File: src/rtl/core/assert_macros.svh
// Assertion helpers shared by the RTL in this folder.
// Both expect signals named clock and reset in the scope that uses them.
`ifndef ASSERT_MACROS_SVH
`define ASSERT_MACROS_SVH

// Checked only while reset is low.
`define DDPC_ASSERT(label, prop, msg) \
   label: assert property (@(posedge clock) disable iff (reset) prop) else $error(msg);

// Checked on every edge, reset included.
`define DDPC_ASSERT_ALWAYS(label, prop, msg) \
   label: assert property (@(posedge clock) prop) else $error(msg);

`endif

File: src/rtl/core/ddpc_pkg.sv
`default_nettype none

package ddpc_pkg;

   localparam int TIMER_BITS = 16;

   localparam int SENSOR_W = 12;
   localparam int ERR_W    = SENSOR_W + 1;
   localparam int GAIN_W   = 16;
   localparam int DUTY_W   = 8;
   localparam int PROD_W   = GAIN_W + ERR_W;
   localparam int ACC_W    = PROD_W + 2;

   localparam logic signed [DUTY_W-1:0] DUTY_MAX = 8'sd125;
   localparam logic signed [DUTY_W-1:0] DUTY_MIN = -8'sd125;

   typedef enum logic [3:0] {
      CSR_BASE_DUTY_LEFT        = 4'd0,
      CSR_BASE_DUTY_RIGHT       = 4'd1,
      CSR_TRACE_ENABLE          = 4'd2,
      CSR_GAIN_LEFT_FROM_LEFT   = 4'd3,
      CSR_GAIN_LEFT_FROM_RIGHT  = 4'd4,
      CSR_GAIN_RIGHT_FROM_LEFT  = 4'd5,
      CSR_GAIN_RIGHT_FROM_RIGHT = 4'd6,
      CSR_SENSOR_TARGET         = 4'd7
   } csr_index_type;

   typedef enum logic [1:0] {
      FAULT_NONE  = 2'd0,
      FAULT_LEFT  = 2'd1,
      FAULT_RIGHT = 2'd2
   } fault_type;

   // Divides a Q8 accumulator by 256 toward zero and clamps to the duty range.
   function automatic logic signed [DUTY_W-1:0] duty_from_acc(
      input logic signed [ACC_W-1:0] acc
   );
      logic signed [ACC_W-1:0] quot;
      logic signed [DUTY_W-1:0] duty;
      quot = acc >>> 8;
      if (acc[ACC_W-1] && (acc[7:0] != 8'd0)) begin
         quot = quot + ACC_W'(1);
      end
      if (quot > ACC_W'(DUTY_MAX)) begin
         duty = DUTY_MAX;
      end else if (quot < ACC_W'(DUTY_MIN)) begin
         duty = DUTY_MIN;
      end else begin
         duty = quot[DUTY_W-1:0];
      end
      return duty;
   endfunction

endpackage

`default_nettype wire

File: src/rtl/core/differential_drive_p_control_tick.sv
// A transaction accepted into the input register has its result registered in the result
// register once that register is free.
// Throughput: one transaction per cycle unless rsp_stall holds the result; the gain products, sum,
// clamp, echo check and countdown all sit between the input register and the result register.
// Reset clears the input and result valids, the last drives, the fault code and the
// countdown, and returns the control registers to their defaults (base duties 100, rest zero).
`default_nettype none
`include "assert_macros.svh"

module differential_drive_p_control_tick (
   input  wire logic        clock,
   input  wire logic        reset,

   input  wire logic        req_valid,
   output logic             req_stall,
   input  wire logic [11:0] req_sensor_left,
   input  wire logic [11:0] req_sensor_right,
   input  wire logic signed [7:0] req_echo_left,
   input  wire logic signed [7:0] req_echo_right,
   input  wire logic        req_load_timer,
   input  wire logic [15:0] req_timer_value,

   output logic             rsp_valid,
   input  wire logic        rsp_stall,
   output logic signed [7:0] rsp_drive_left,
   output logic signed [7:0] rsp_drive_right,
   output logic [1:0]       rsp_error_code,
   output logic [15:0]      rsp_timer_count,
   output logic             rsp_timer_expired,

   input  wire logic        csr_valid,
   output logic             csr_ready,
   input  wire logic [3:0]  csr_index,
   input  wire logic [15:0] csr_data
);

   localparam int TB  = ddpc_pkg::TIMER_BITS;
   localparam int PW  = ddpc_pkg::PROD_W;
   localparam int AW  = ddpc_pkg::ACC_W;
   localparam int EW  = ddpc_pkg::ERR_W;

   // Control registers.
   logic signed [7:0]  base_left_ff;
   logic signed [7:0]  base_right_ff;
   logic               trace_ff;
   logic signed [15:0] gain_ll_ff;
   logic signed [15:0] gain_lr_ff;
   logic signed [15:0] gain_rl_ff;
   logic signed [15:0] gain_rr_ff;
   logic [11:0]        target_ff;

   // Input stage.
   logic               a_valid_ff;
   logic [11:0]        a_sensor_left_ff;
   logic [11:0]        a_sensor_right_ff;
   logic [7:0]         a_echo_left_ff;
   logic [7:0]         a_echo_right_ff;
   logic               a_load_ff;
   logic [15:0]        a_tval_ff;

   // Per-tick state.
   logic [7:0]         last_left_ff;
   logic [7:0]         last_right_ff;
   ddpc_pkg::fault_type fault_ff;
   ddpc_pkg::fault_type fault_in;
   logic [TB-1:0]      tick_ff;
   logic [TB-1:0]      tick_sel;
   logic [TB-1:0]      tick_in;

   // Result register.
   logic               rsp_valid_ff;
   logic signed [7:0]  rsp_drive_left_ff;
   logic signed [7:0]  rsp_drive_right_ff;
   logic [1:0]         rsp_error_code_ff;
   logic [15:0]        rsp_timer_count_ff;
   logic               rsp_timer_expired_ff;

   logic               out_free;
   logic               a_adv;
   logic               a_free;
   logic               req_take;

   logic signed [EW-1:0] err_left;
   logic signed [EW-1:0] err_right;
   logic signed [PW-1:0] prod_ll;
   logic signed [PW-1:0] prod_lr;
   logic signed [PW-1:0] prod_rl;
   logic signed [PW-1:0] prod_rr;
   logic signed [AW-1:0] acc_left;
   logic signed [AW-1:0] acc_right;
   logic signed [7:0]    drive_left;
   logic signed [7:0]    drive_right;

   logic               fault_set;
   logic               rsp_in_range;

   // Handshake: each stage moves on when the one after it is empty or moving.
   assign out_free  = !rsp_valid_ff || !rsp_stall;
   assign a_adv     = a_valid_ff && out_free;
   assign a_free    = !a_valid_ff || a_adv;
   assign req_stall = !a_free;
   assign req_take  = req_valid && a_free;
   assign csr_ready = 1'b1;

   always_ff @(posedge clock) begin
      if (reset) begin
         base_left_ff  <= 8'sd100;
         base_right_ff <= 8'sd100;
         trace_ff      <= 1'b0;
         gain_ll_ff    <= '0;
         gain_lr_ff    <= '0;
         gain_rl_ff    <= '0;
         gain_rr_ff    <= '0;
         target_ff     <= '0;
      end else if (csr_valid && csr_ready) begin
         case (ddpc_pkg::csr_index_type'(csr_index))
            ddpc_pkg::CSR_BASE_DUTY_LEFT:        base_left_ff  <= csr_data[7:0];
            ddpc_pkg::CSR_BASE_DUTY_RIGHT:       base_right_ff <= csr_data[7:0];
            ddpc_pkg::CSR_TRACE_ENABLE:          trace_ff      <= csr_data[0];
            ddpc_pkg::CSR_GAIN_LEFT_FROM_LEFT:   gain_ll_ff    <= csr_data;
            ddpc_pkg::CSR_GAIN_LEFT_FROM_RIGHT:  gain_lr_ff    <= csr_data;
            ddpc_pkg::CSR_GAIN_RIGHT_FROM_LEFT:  gain_rl_ff    <= csr_data;
            ddpc_pkg::CSR_GAIN_RIGHT_FROM_RIGHT: gain_rr_ff    <= csr_data;
            ddpc_pkg::CSR_SENSOR_TARGET:         target_ff     <= csr_data[11:0];
            default: ;
         endcase
      end
   end

   // Input stage.
   always_ff @(posedge clock) begin
      if (reset) begin
         a_valid_ff <= 1'b0;
      end else if (a_free) begin
         a_valid_ff <= req_valid;
      end
   end

   always_ff @(posedge clock) begin
      if (req_take) begin
         a_sensor_left_ff  <= req_sensor_left;
         a_sensor_right_ff <= req_sensor_right;
         a_echo_left_ff    <= req_echo_left;
         a_echo_right_ff   <= req_echo_right;
         a_load_ff         <= req_load_timer;
         a_tval_ff         <= req_timer_value;
      end
   end

   // Sensor errors, gain products, sum, clamp, echo check and countdown.
   always_comb begin
      err_left  = $signed({1'b0, a_sensor_left_ff}) - $signed({1'b0, target_ff});
      err_right = $signed({1'b0, a_sensor_right_ff}) - $signed({1'b0, target_ff});
      prod_ll   = gain_ll_ff * err_left;
      prod_lr   = gain_lr_ff * err_right;
      prod_rl   = gain_rl_ff * err_left;
      prod_rr   = gain_rr_ff * err_right;

      acc_left  = {{(AW-16){base_left_ff[7]}}, base_left_ff, 8'h00}
                  - AW'(prod_ll) - AW'(prod_lr);
      acc_right = {{(AW-16){base_right_ff[7]}}, base_right_ff, 8'h00}
                  - AW'(prod_rl) - AW'(prod_rr);
      if (trace_ff) begin
         drive_left  = ddpc_pkg::duty_from_acc(acc_left);
         drive_right = ddpc_pkg::duty_from_acc(acc_right);
      end else begin
         drive_left  = base_left_ff;
         drive_right = base_right_ff;
      end

      // A right mismatch overrides a left one on the same tick.
      if (a_echo_right_ff != last_right_ff) begin
         fault_in = ddpc_pkg::FAULT_RIGHT;
      end else if (a_echo_left_ff != last_left_ff) begin
         fault_in = ddpc_pkg::FAULT_LEFT;
      end else begin
         fault_in = fault_ff;
      end

      tick_sel = a_load_ff ? TB'(a_tval_ff) : tick_ff;
      if (tick_sel != '0) begin
         tick_in = tick_sel - TB'(1);
      end else begin
         tick_in = '0;
      end
   end

   always_ff @(posedge clock) begin
      if (reset) begin
         last_left_ff  <= '0;
         last_right_ff <= '0;
         fault_ff      <= ddpc_pkg::FAULT_NONE;
         tick_ff       <= '0;
         rsp_valid_ff  <= 1'b0;
      end else begin
         if (out_free) begin
            rsp_valid_ff <= a_valid_ff;
         end
         if (a_adv) begin
            last_left_ff  <= drive_left;
            last_right_ff <= drive_right;
            fault_ff      <= fault_in;
            tick_ff       <= tick_in;
         end
      end
   end

   always_ff @(posedge clock) begin
      if (a_adv) begin
         rsp_drive_left_ff    <= drive_left;
         rsp_drive_right_ff   <= drive_right;
         rsp_error_code_ff    <= fault_in;
         rsp_timer_count_ff   <= 16'(tick_in);
         rsp_timer_expired_ff <= (tick_in == '0);
      end
   end

   assign rsp_valid         = rsp_valid_ff;
   assign rsp_drive_left    = rsp_drive_left_ff;
   assign rsp_drive_right   = rsp_drive_right_ff;
   assign rsp_error_code    = rsp_error_code_ff;
   assign rsp_timer_count   = rsp_timer_count_ff;
   assign rsp_timer_expired = rsp_timer_expired_ff;

   assign fault_set    = (fault_ff != ddpc_pkg::FAULT_NONE);
   assign rsp_in_range = (rsp_drive_left >= ddpc_pkg::DUTY_MIN)
                         && (rsp_drive_left <= ddpc_pkg::DUTY_MAX)
                         && (rsp_drive_right >= ddpc_pkg::DUTY_MIN)
                         && (rsp_drive_right <= ddpc_pkg::DUTY_MAX);

   `DDPC_ASSERT_ALWAYS(a_reset_empties_output, reset |=> !rsp_valid, "result valid after reset")
   `DDPC_ASSERT(a_fault_sticky, fault_set |=> fault_set, "fault code cleared")
   `DDPC_ASSERT(a_input_not_lost, a_valid_ff && !a_adv |=> a_valid_ff, "input dropped")
   `DDPC_ASSERT(a_traced_drive_clamped, a_adv && trace_ff |=> rsp_in_range, "drive unclamped")

endmodule

`default_nettype wire

File: config.mk
export PLATFORM = sky130hd
export DESIGN_NAME = differential_drive_p_control_tick
export DESIGN_NICKNAME = d
export VERILOG_FILES = /design/src/rtl/core/ddpc_pkg.sv /design/src/rtl/core/differential_drive_p_control_tick.sv
export VERILOG_INCLUDE_DIRS = /design/src /design/src/rtl/core
export SDC_FILE = /design/constraint.sdc
export NUM_CORES = 2
export LEC_CHECK = 0
export ABC_AREA = 1
export ABC_CLOCK_PERIOD_IN_PS = 25300
export BUFFER_PORTS_ARGS = -buffer_cell sky130_fd_sc_hd__buf_2
export CAP_MARGIN = 5
export CORE_UTILIZATION = 40
export CTS_CLUSTER_DIAMETER = 100
export DETAILED_ROUTE_END_ITERATION = 6
export PLACE_DENSITY = 0.59
export SYNTH_ARGS = -nofsm -noshare
export SYNTH_HDL_FRONTEND = slang
export SYNTH_SLANG_ARGS = --single-unit
export TNS_END_PERCENT = 20
File: constraint.sdc
create_clock -name clock -period 25.3 [get_ports clock]
set_clock_uncertainty 0.15 [all_clocks]
set_input_delay 1.265 -clock clock [delete_from_list [all_inputs] [get_ports clock]]
set_output_delay 1.265 -clock clock [all_outputs]
set_load 0.005 [all_outputs]
# [After elaboration in Yosys (flattened, before gate mapping)]
# Cells that the tools add are included.
[classes] n_mux=14 shift=0 add_sub_neg=9 n_mul=4 bitwise_logic=0 magnitude_cmp=4 n_reduce_logical=23 n_eq_ne=9 div=0
[op_table] cell="31-bit 2-to-1 mux" count=4
[op_table] cell="16-bit by 13-bit multiplier with 29-bit output" count=4
[op_table] cell="31-bit by 8-bit greater-than comparator with 1-bit output (second input constant)" count=2
[op_table] cell="31-bit by 8-bit less-than comparator with 1-bit output (second input constant)" count=2
[op_table] cell="30-bit by 29-bit subtractor with 31-bit output" count=2
[op_table] cell="16-bit by 29-bit subtractor with 30-bit output" count=2
[op_table] cell="23-bit by 2-bit adder with 24-bit output (second input constant)" count=2
[op_table] cell="8-bit 2-to-1 mux" count=6
[op_table] cell="16-bit 2-to-1 mux" count=2
[op_table] cell="12-bit by 12-bit subtractor with 13-bit output" count=2
[op_table] cell="4-bit by 3-bit equality test with 1-bit output (second input constant)" count=4
[op_table] cell="16-bit logical NOT" count=1
[op_table] cell="8-bit inequality test" count=2
[op_table] cell="2-bit AND reduction" count=8
[op_table] cell="16-bit nonzero test" count=1
[op_table] cell="8-bit nonzero test" count=2
[op_table] cell="16-bit by 1-bit subtractor with 16-bit output (second input constant)" count=1
[op_table] cell="4-bit by 2-bit equality test with 1-bit output (second input constant)" count=2
[op_table] cell="4-bit by 1-bit equality test with 1-bit output (second input constant)" count=1
[op_table] cell="1-bit logical AND" count=4
[op_table] cell="1-bit logical NOT" count=4
[op_table] cell="4-bit logical NOT" count=1
[op_table] cell="2-bit 2-to-1 mux" count=2
[op_table] cell="1-bit logical OR" count=2
[word_totals] latch_bits=0 ramBits=0 input_bits=82 mem_count=0 romBits=0 wordCells=88 out_inout_bits=38 reg_bits=221

# [Longest topological paths before layout]
[depth] ltp_word=12 ltp_mapped=64 depth_no_buf=64

# [Worst setup path before layout]
# OpenSTA, ideal clock, no wires.
[synth_path] path_kind="register to register" start="register a_sensor_right_ff[0]" end="register rsp_drive_right_ff[0], in the netlist rsp_drive_right[0], data pin" path_buffers=2 path_slack_ns=15.766 setup_time_ns=0.251 stages_incl_launch_ff=55 required_time_ns=24.899 arrival_time_ns=9.134 period_less_slack_ns=9.534 cell_sequence="edfxtp_1 -> inv_1 -> ha_1 -> inv_1 -> fa_1 -> inv_1 -> o31ai_1 -> nand2_1 -> nand2_1 -> a21oi_1 -> or2_2 -> nand2_1 -> a21oi_1 -> or2_2 -> nand2_1 -> a21oi_1 -> or2_2 -> nand2_1 -> [19 not listed] -> nand2_1 -> nor2_1 -> inv_1 -> nand2_1 -> nand3_2 -> inv_1 -> buf_6 -> nand2_1 -> nand2_1 -> inv_1 -> nor2_1 -> nand3_1 -> a21oi_1 -> nand3_1 -> nand2_2 -> nand3_1 -> nand2_1 -> inv_1"
[synth_via] elab_chain_cells=11 word_cells_on_any_way=13 cone_classes="3 x add/sub; 1 x mul; 2 x order compare; 5 x mux; 2 x reduce/logical"
[synth_lines] element="from (decl)" line="differential_drive_p_control_tick.sv:55" source="logic [11:0] a_sensor_right_ff;"
[synth_lines] element="from (signal assigned)" line="differential_drive_p_control_tick.sv:142" source="a_sensor_right_ff <= req_sensor_right;"
[synth_lines] element="12-bit by 12-bit subtractor with 13-bit output (*)" line="differential_drive_p_control_tick.sv:153" source="err_right = $signed({1'b0, a_sensor_right_ff}) - $signed({1'b0, target_ff});"
[synth_lines] element="16-bit by 13-bit multiplier with 29-bit output (*)" line="differential_drive_p_control_tick.sv:157" source="prod_rr = gain_rr_ff * err_right;"
[synth_lines] element="30-bit by 29-bit subtractor with 31-bit output (*)" line="differential_drive_p_control_tick.sv:162" source="- AW'(prod_rl) - AW'(prod_rr);"
[synth_lines] element="branches (longest 2 deep; another with 23-bit by 2-bit adder with 24-bit output)"
[synth_lines] element="31-bit 2-to-1 mux (*)" line="ddpc_pkg.sv:41" source="if (acc[ACC_W-1] && (acc[7:0] != 8'd0)) begin"
[synth_lines] element="31-bit 2-to-1 mux (*)" line="differential_drive_p_control_tick.sv:163" source="if (trace_ff) begin"
[synth_lines] element="31-bit by 8-bit less-than comparator with 1-bit output" line="ddpc_pkg.sv:46" source="end else if (quot < ACC_W'(DUTY_MIN)) begin"
[synth_lines] element="8-bit 2-to-1 mux" line="ddpc_pkg.sv:46"
[synth_lines] element="8-bit 2-to-1 mux (*)" line="ddpc_pkg.sv:44" source="if (quot > ACC_W'(DUTY_MAX)) begin"
[synth_lines] element="8-bit 2-to-1 mux (*)" line="differential_drive_p_control_tick.sv:163"
[synth_lines] element="via drive_right[0]" line="differential_drive_p_control_tick.sv:92" source="logic signed [7:0] drive_right;"
[synth_lines] element="to (signal assigned)" line="differential_drive_p_control_tick.sv:211" source="rsp_drive_right_ff <= drive_right;"
[synth_lines] element="to (decl)" line="differential_drive_p_control_tick.sv:73" source="logic signed [7:0] rsp_drive_right_ff;"
# Mark *: on every way through the listed nets, which the timed path passes. The select of a mux whose other input is x is not followed.
# A chain may end at the register's enable or synchronous reset.

# [Worst setup path in the final report]
[layout_path] start="register target_ff[1]" end="register rsp_drive_right_ff[5], in the netlist rsp_drive_right[5], data pin"
[layout_via] elab_chain_cells=12 word_cells_on_any_way=16 cone_classes="5 x add/sub; 2 x mul; 2 x order compare; 5 x mux; 2 x reduce/logical"
[layout_lines] element="from (decl)" line="differential_drive_p_control_tick.sv:50" source="logic [11:0] target_ff;"
[layout_lines] element="from (signal assigned)" line="differential_drive_p_control_tick.sv:124" source="ddpc_pkg::CSR_SENSOR_TARGET: target_ff <= csr_data[11:0];"
[layout_lines] element="12-bit by 12-bit subtractor with 13-bit output" line="differential_drive_p_control_tick.sv:152" source="err_left = $signed({1'b0, a_sensor_left_ff}) - $signed({1'b0, target_ff});"
[layout_lines] element="16-bit by 13-bit multiplier with 29-bit output" line="differential_drive_p_control_tick.sv:156" source="prod_rl = gain_rl_ff * err_left;"
[layout_lines] element="16-bit by 29-bit subtractor with 30-bit output" line="differential_drive_p_control_tick.sv:162"
[layout_lines] element="30-bit by 29-bit subtractor with 31-bit output (*)" line="differential_drive_p_control_tick.sv:162"
[layout_lines] element="branches (longest 2 deep; another with 23-bit by 2-bit adder with 24-bit output)"
[layout_lines] element="31-bit 2-to-1 mux (*)" line="ddpc_pkg.sv:41"
[layout_lines] element="31-bit 2-to-1 mux (*)" line="differential_drive_p_control_tick.sv:163"
[layout_lines] element="31-bit by 8-bit less-than comparator with 1-bit output" line="ddpc_pkg.sv:46"
[layout_lines] element="8-bit 2-to-1 mux" line="ddpc_pkg.sv:46"
[layout_lines] element="8-bit 2-to-1 mux (*)" line="ddpc_pkg.sv:44"
[layout_lines] element="8-bit 2-to-1 mux (*)" line="differential_drive_p_control_tick.sv:163"
[layout_lines] element="via drive_right[5]" line="differential_drive_p_control_tick.sv:92"
# Marked as above.

==> out/results.ini <==
[outcome]
status = complete, no violations

[die]
num_io_pins = 120
rows = 122
start_util = 0.406
core-area_sq_um = 111000
die_w_um = 338
die-area_sq_um = 114000
die_h_um = 338

[logic_synthesis]
ys.flop_type = dfxtp_1
ys_types = 49
ys_warn_count = 0
synthTopCellsByArea = fa_1, inv_1, nand2_1
ys_ff_latch = 221
synth_common_cells = inv_1, nand2_1, fa_1
yosysMostFrequentCell = inv_1
yosysTopAreaCell = fa_1
seq_area_frac_synth = 0.118
synth_fp_nets = 6876
async_reset_ff_frac = 0
synth_top_area_share = 0.432
synth_edf_count = 92
netlist_area_sq_um = 45200
syn_area_per_cell_sq_um = 8.14
syn_inst = 5551

[cells_and_area]
final_nets = 6922
area_growth_pct = 7.13
final_cell_area_sq_um = 48400
fin_util = 0.435
nFillCells = 11200
drive_gt1_frac = 0.0525

[worst_hold_path]
min_path_type = reg -> reg
worstHoldStart = tick_ff[12]
holdPathEnd = tick_ff[12]
whs_path_depth = 2

[flow_run]
maxCapViolations = 0

[grt]
antenna_found_initial = 6
grt_pass1_wl_um = 220000
track_usage = 0.250
grt_max_degree = 91
grt_pass1_vias = 37500
overflow = 0

[worst_setup_path]
critPathCaptureType = flip-flop
crit_slowest_cell = nand2_1
crit_required_ns = 25.53
cpPeakStageDelay_ns = 0.73
criticalPathCategory = reg -> reg
r2r_cells = 47
regToRegEndpoint = rsp_drive_right[5]
cp_common_cell = inv_1
critical_path.max_fanout = 19
worst_setup_path_start_kind = flip-flop
critPathArrivalTime_ns = 12.00
r2r_start = target_ff[1]
rrSetupSlack_ns = 13.53

[placed_design]
port_buffers = 118
placed_area_sq_um = 47400
dp_hpwl_um = 116000
gp_congestion = 0.969

[timing]
hold_viol_final = 0
grt_setup_unrepaired = no
setup_violations = 0
worstMarginPinSlew_ns = 1.14
min_period_ns = 11.77
slew_violations = 0
fin_tns_setup_ns = 0
slew-limit-headroom = 0.240
finalCritPeriodShare = 0.465
timing.fmax_mhz = 85.0
holdWs_ns = 0.313

[clock_tree]
ctsResizeCount = 0
clockRootBuffer = clkbuf_16
hold_buffers = 0
clkTransAtPathRegs_ns = 0.07
cts.sinks = 221
post-cts-setup-buffers = 0
cts_tree = done
htreeDepth = 1
cts_buffers = 28
clockBufferDepth = 3
worstSkewPairLatency_ns = 0.61

[detailed_routing]
wl_per_cell_um = 19.6
ant_nets = 0
drtPass1Iterations = 5
vias = 35600
route.detailed.drc = 0
wirelength_um = 140000
drt-initial-drc-count = 2706
vias_per_cell = 5.01

## cell type report
type / count / area (sq um) / share of cell area
Timing Repair Buffer: 151 / 838 / 0.0173
Multi-Input combinational cell: 3785 / 34000 / 0.703
Sequential cell: 221 / 5350 / 0.110
Inverter: 1410 / 5290 / 0.109
Tap cell: 1488 / 1860 / 0.0384
Clock buffer: 31 / 743 / 0.0153
Clock inverter: 21 / 299 / 0.00617
Antenna cell: 3 / 7.51 / 0.000155
## worst max path at each step
stage	slack [ns]	cells after the start	startpoint	to
floorplan	15.77	54	a_sensor_right_ff[0]	rsp_drive_right[0]
global placement	13.77	48	target_ff[2]	rsp_drive_right[2]
detailed placement	13.66	47	target_ff[1]	rsp_drive_right[5]
CTS	13.64	47	target_ff[1]	rsp_drive_right[5]
global route	12.61	49	target_ff[2]	rsp_drive_right[5]
finish	13.53	47	target_ff[1]	rsp_drive_right[5]
## per-layer routing
layer | part of all wire | global-route usage
met5 | 0.000093 | 0
met4 | 0.037 | 0.0826
met3 | 0.059 | 0.0318
met2 | 0.49 | 0.428
met1 | 0.42 | 0.325
## layout by cell type, fill, tap and decap left out, drive strengths merged, types with 5 or more instances in the layout
cell    count
a21oi     183
and2        5
buf       151
bufinv      5
clkbuf     31
clkinv     39
dfxtp     129
edfxtp     92
fa        976
ha        267
inv      1383
mux2i       6
nand2    1112
nand3     177
nand3b     10
nand4      50
nor2      681
nor3       31
o21ai     174
o21bai      7
or2        31
xnor2      25
xor2       31
## stage by stage
stage	setup slack (ns)	cells
after floorplan	15.77	5551
after global routing	12.61	7110
after detailed placement	13.66	7055
after CTS	13.64	7107
after global placement	13.77	7055
final	13.53	7110
## sequential cells by signal, summed over array words and instances, names as in the netlist, 2 cells and up
name and flops:
base_right_ff 8, gain_lr_ff 16, a_tval_ff 16, rsp_timer_count 16
gain_rl_ff 16, fault_ff 2, a_echo_right_ff 8, rsp_drive_left 8
rsp_drive_right 8, rsp_error_code 2, a_sensor_right_ff 12, base_left_ff 8
gain_rr_ff 16, tick_ff 16, a_sensor_left_ff 12, gain_ll_ff 16
a_echo_left_ff 8, target_ff 12, last_left_ff 8, last_right_ff 8
## kinds of logic (layout without fill, tap and decap cells)
| kind of cell | Yosys count | count (layout) | share of synthesized area |
|---|---|---|---|
| buf+inv | 1545 | 1613 | 0.129 |
| simple gates | 2101 | 2101 | 0.191 |
| other cells | 1 | 4 | 0.0000830 |
| xor+xnor | 56 | 56 | 0.0110 |
| compound gates | 378 | 378 | 0.0434 |
| fa+ha+maj | 1243 | 1243 | 0.506 |
| mux | 6 | 6 | 0.00133 |
| flops | 221 | 221 | 0.118 |
## critical path, delay by kind of cell, from the launching register on
family                     cells  cell delay, ns
adders and majority gates     10            4.65
and+or+nand+nor               20            3.28
buffers and inverters          9            1.57
AOI/OAI and AO/OA              8            1.51
DFF                            1            0.36
Power is left out: the tool's default activity adds up to more than one toggle a clock period on the data nets, which glitch-free logic cannot reach.
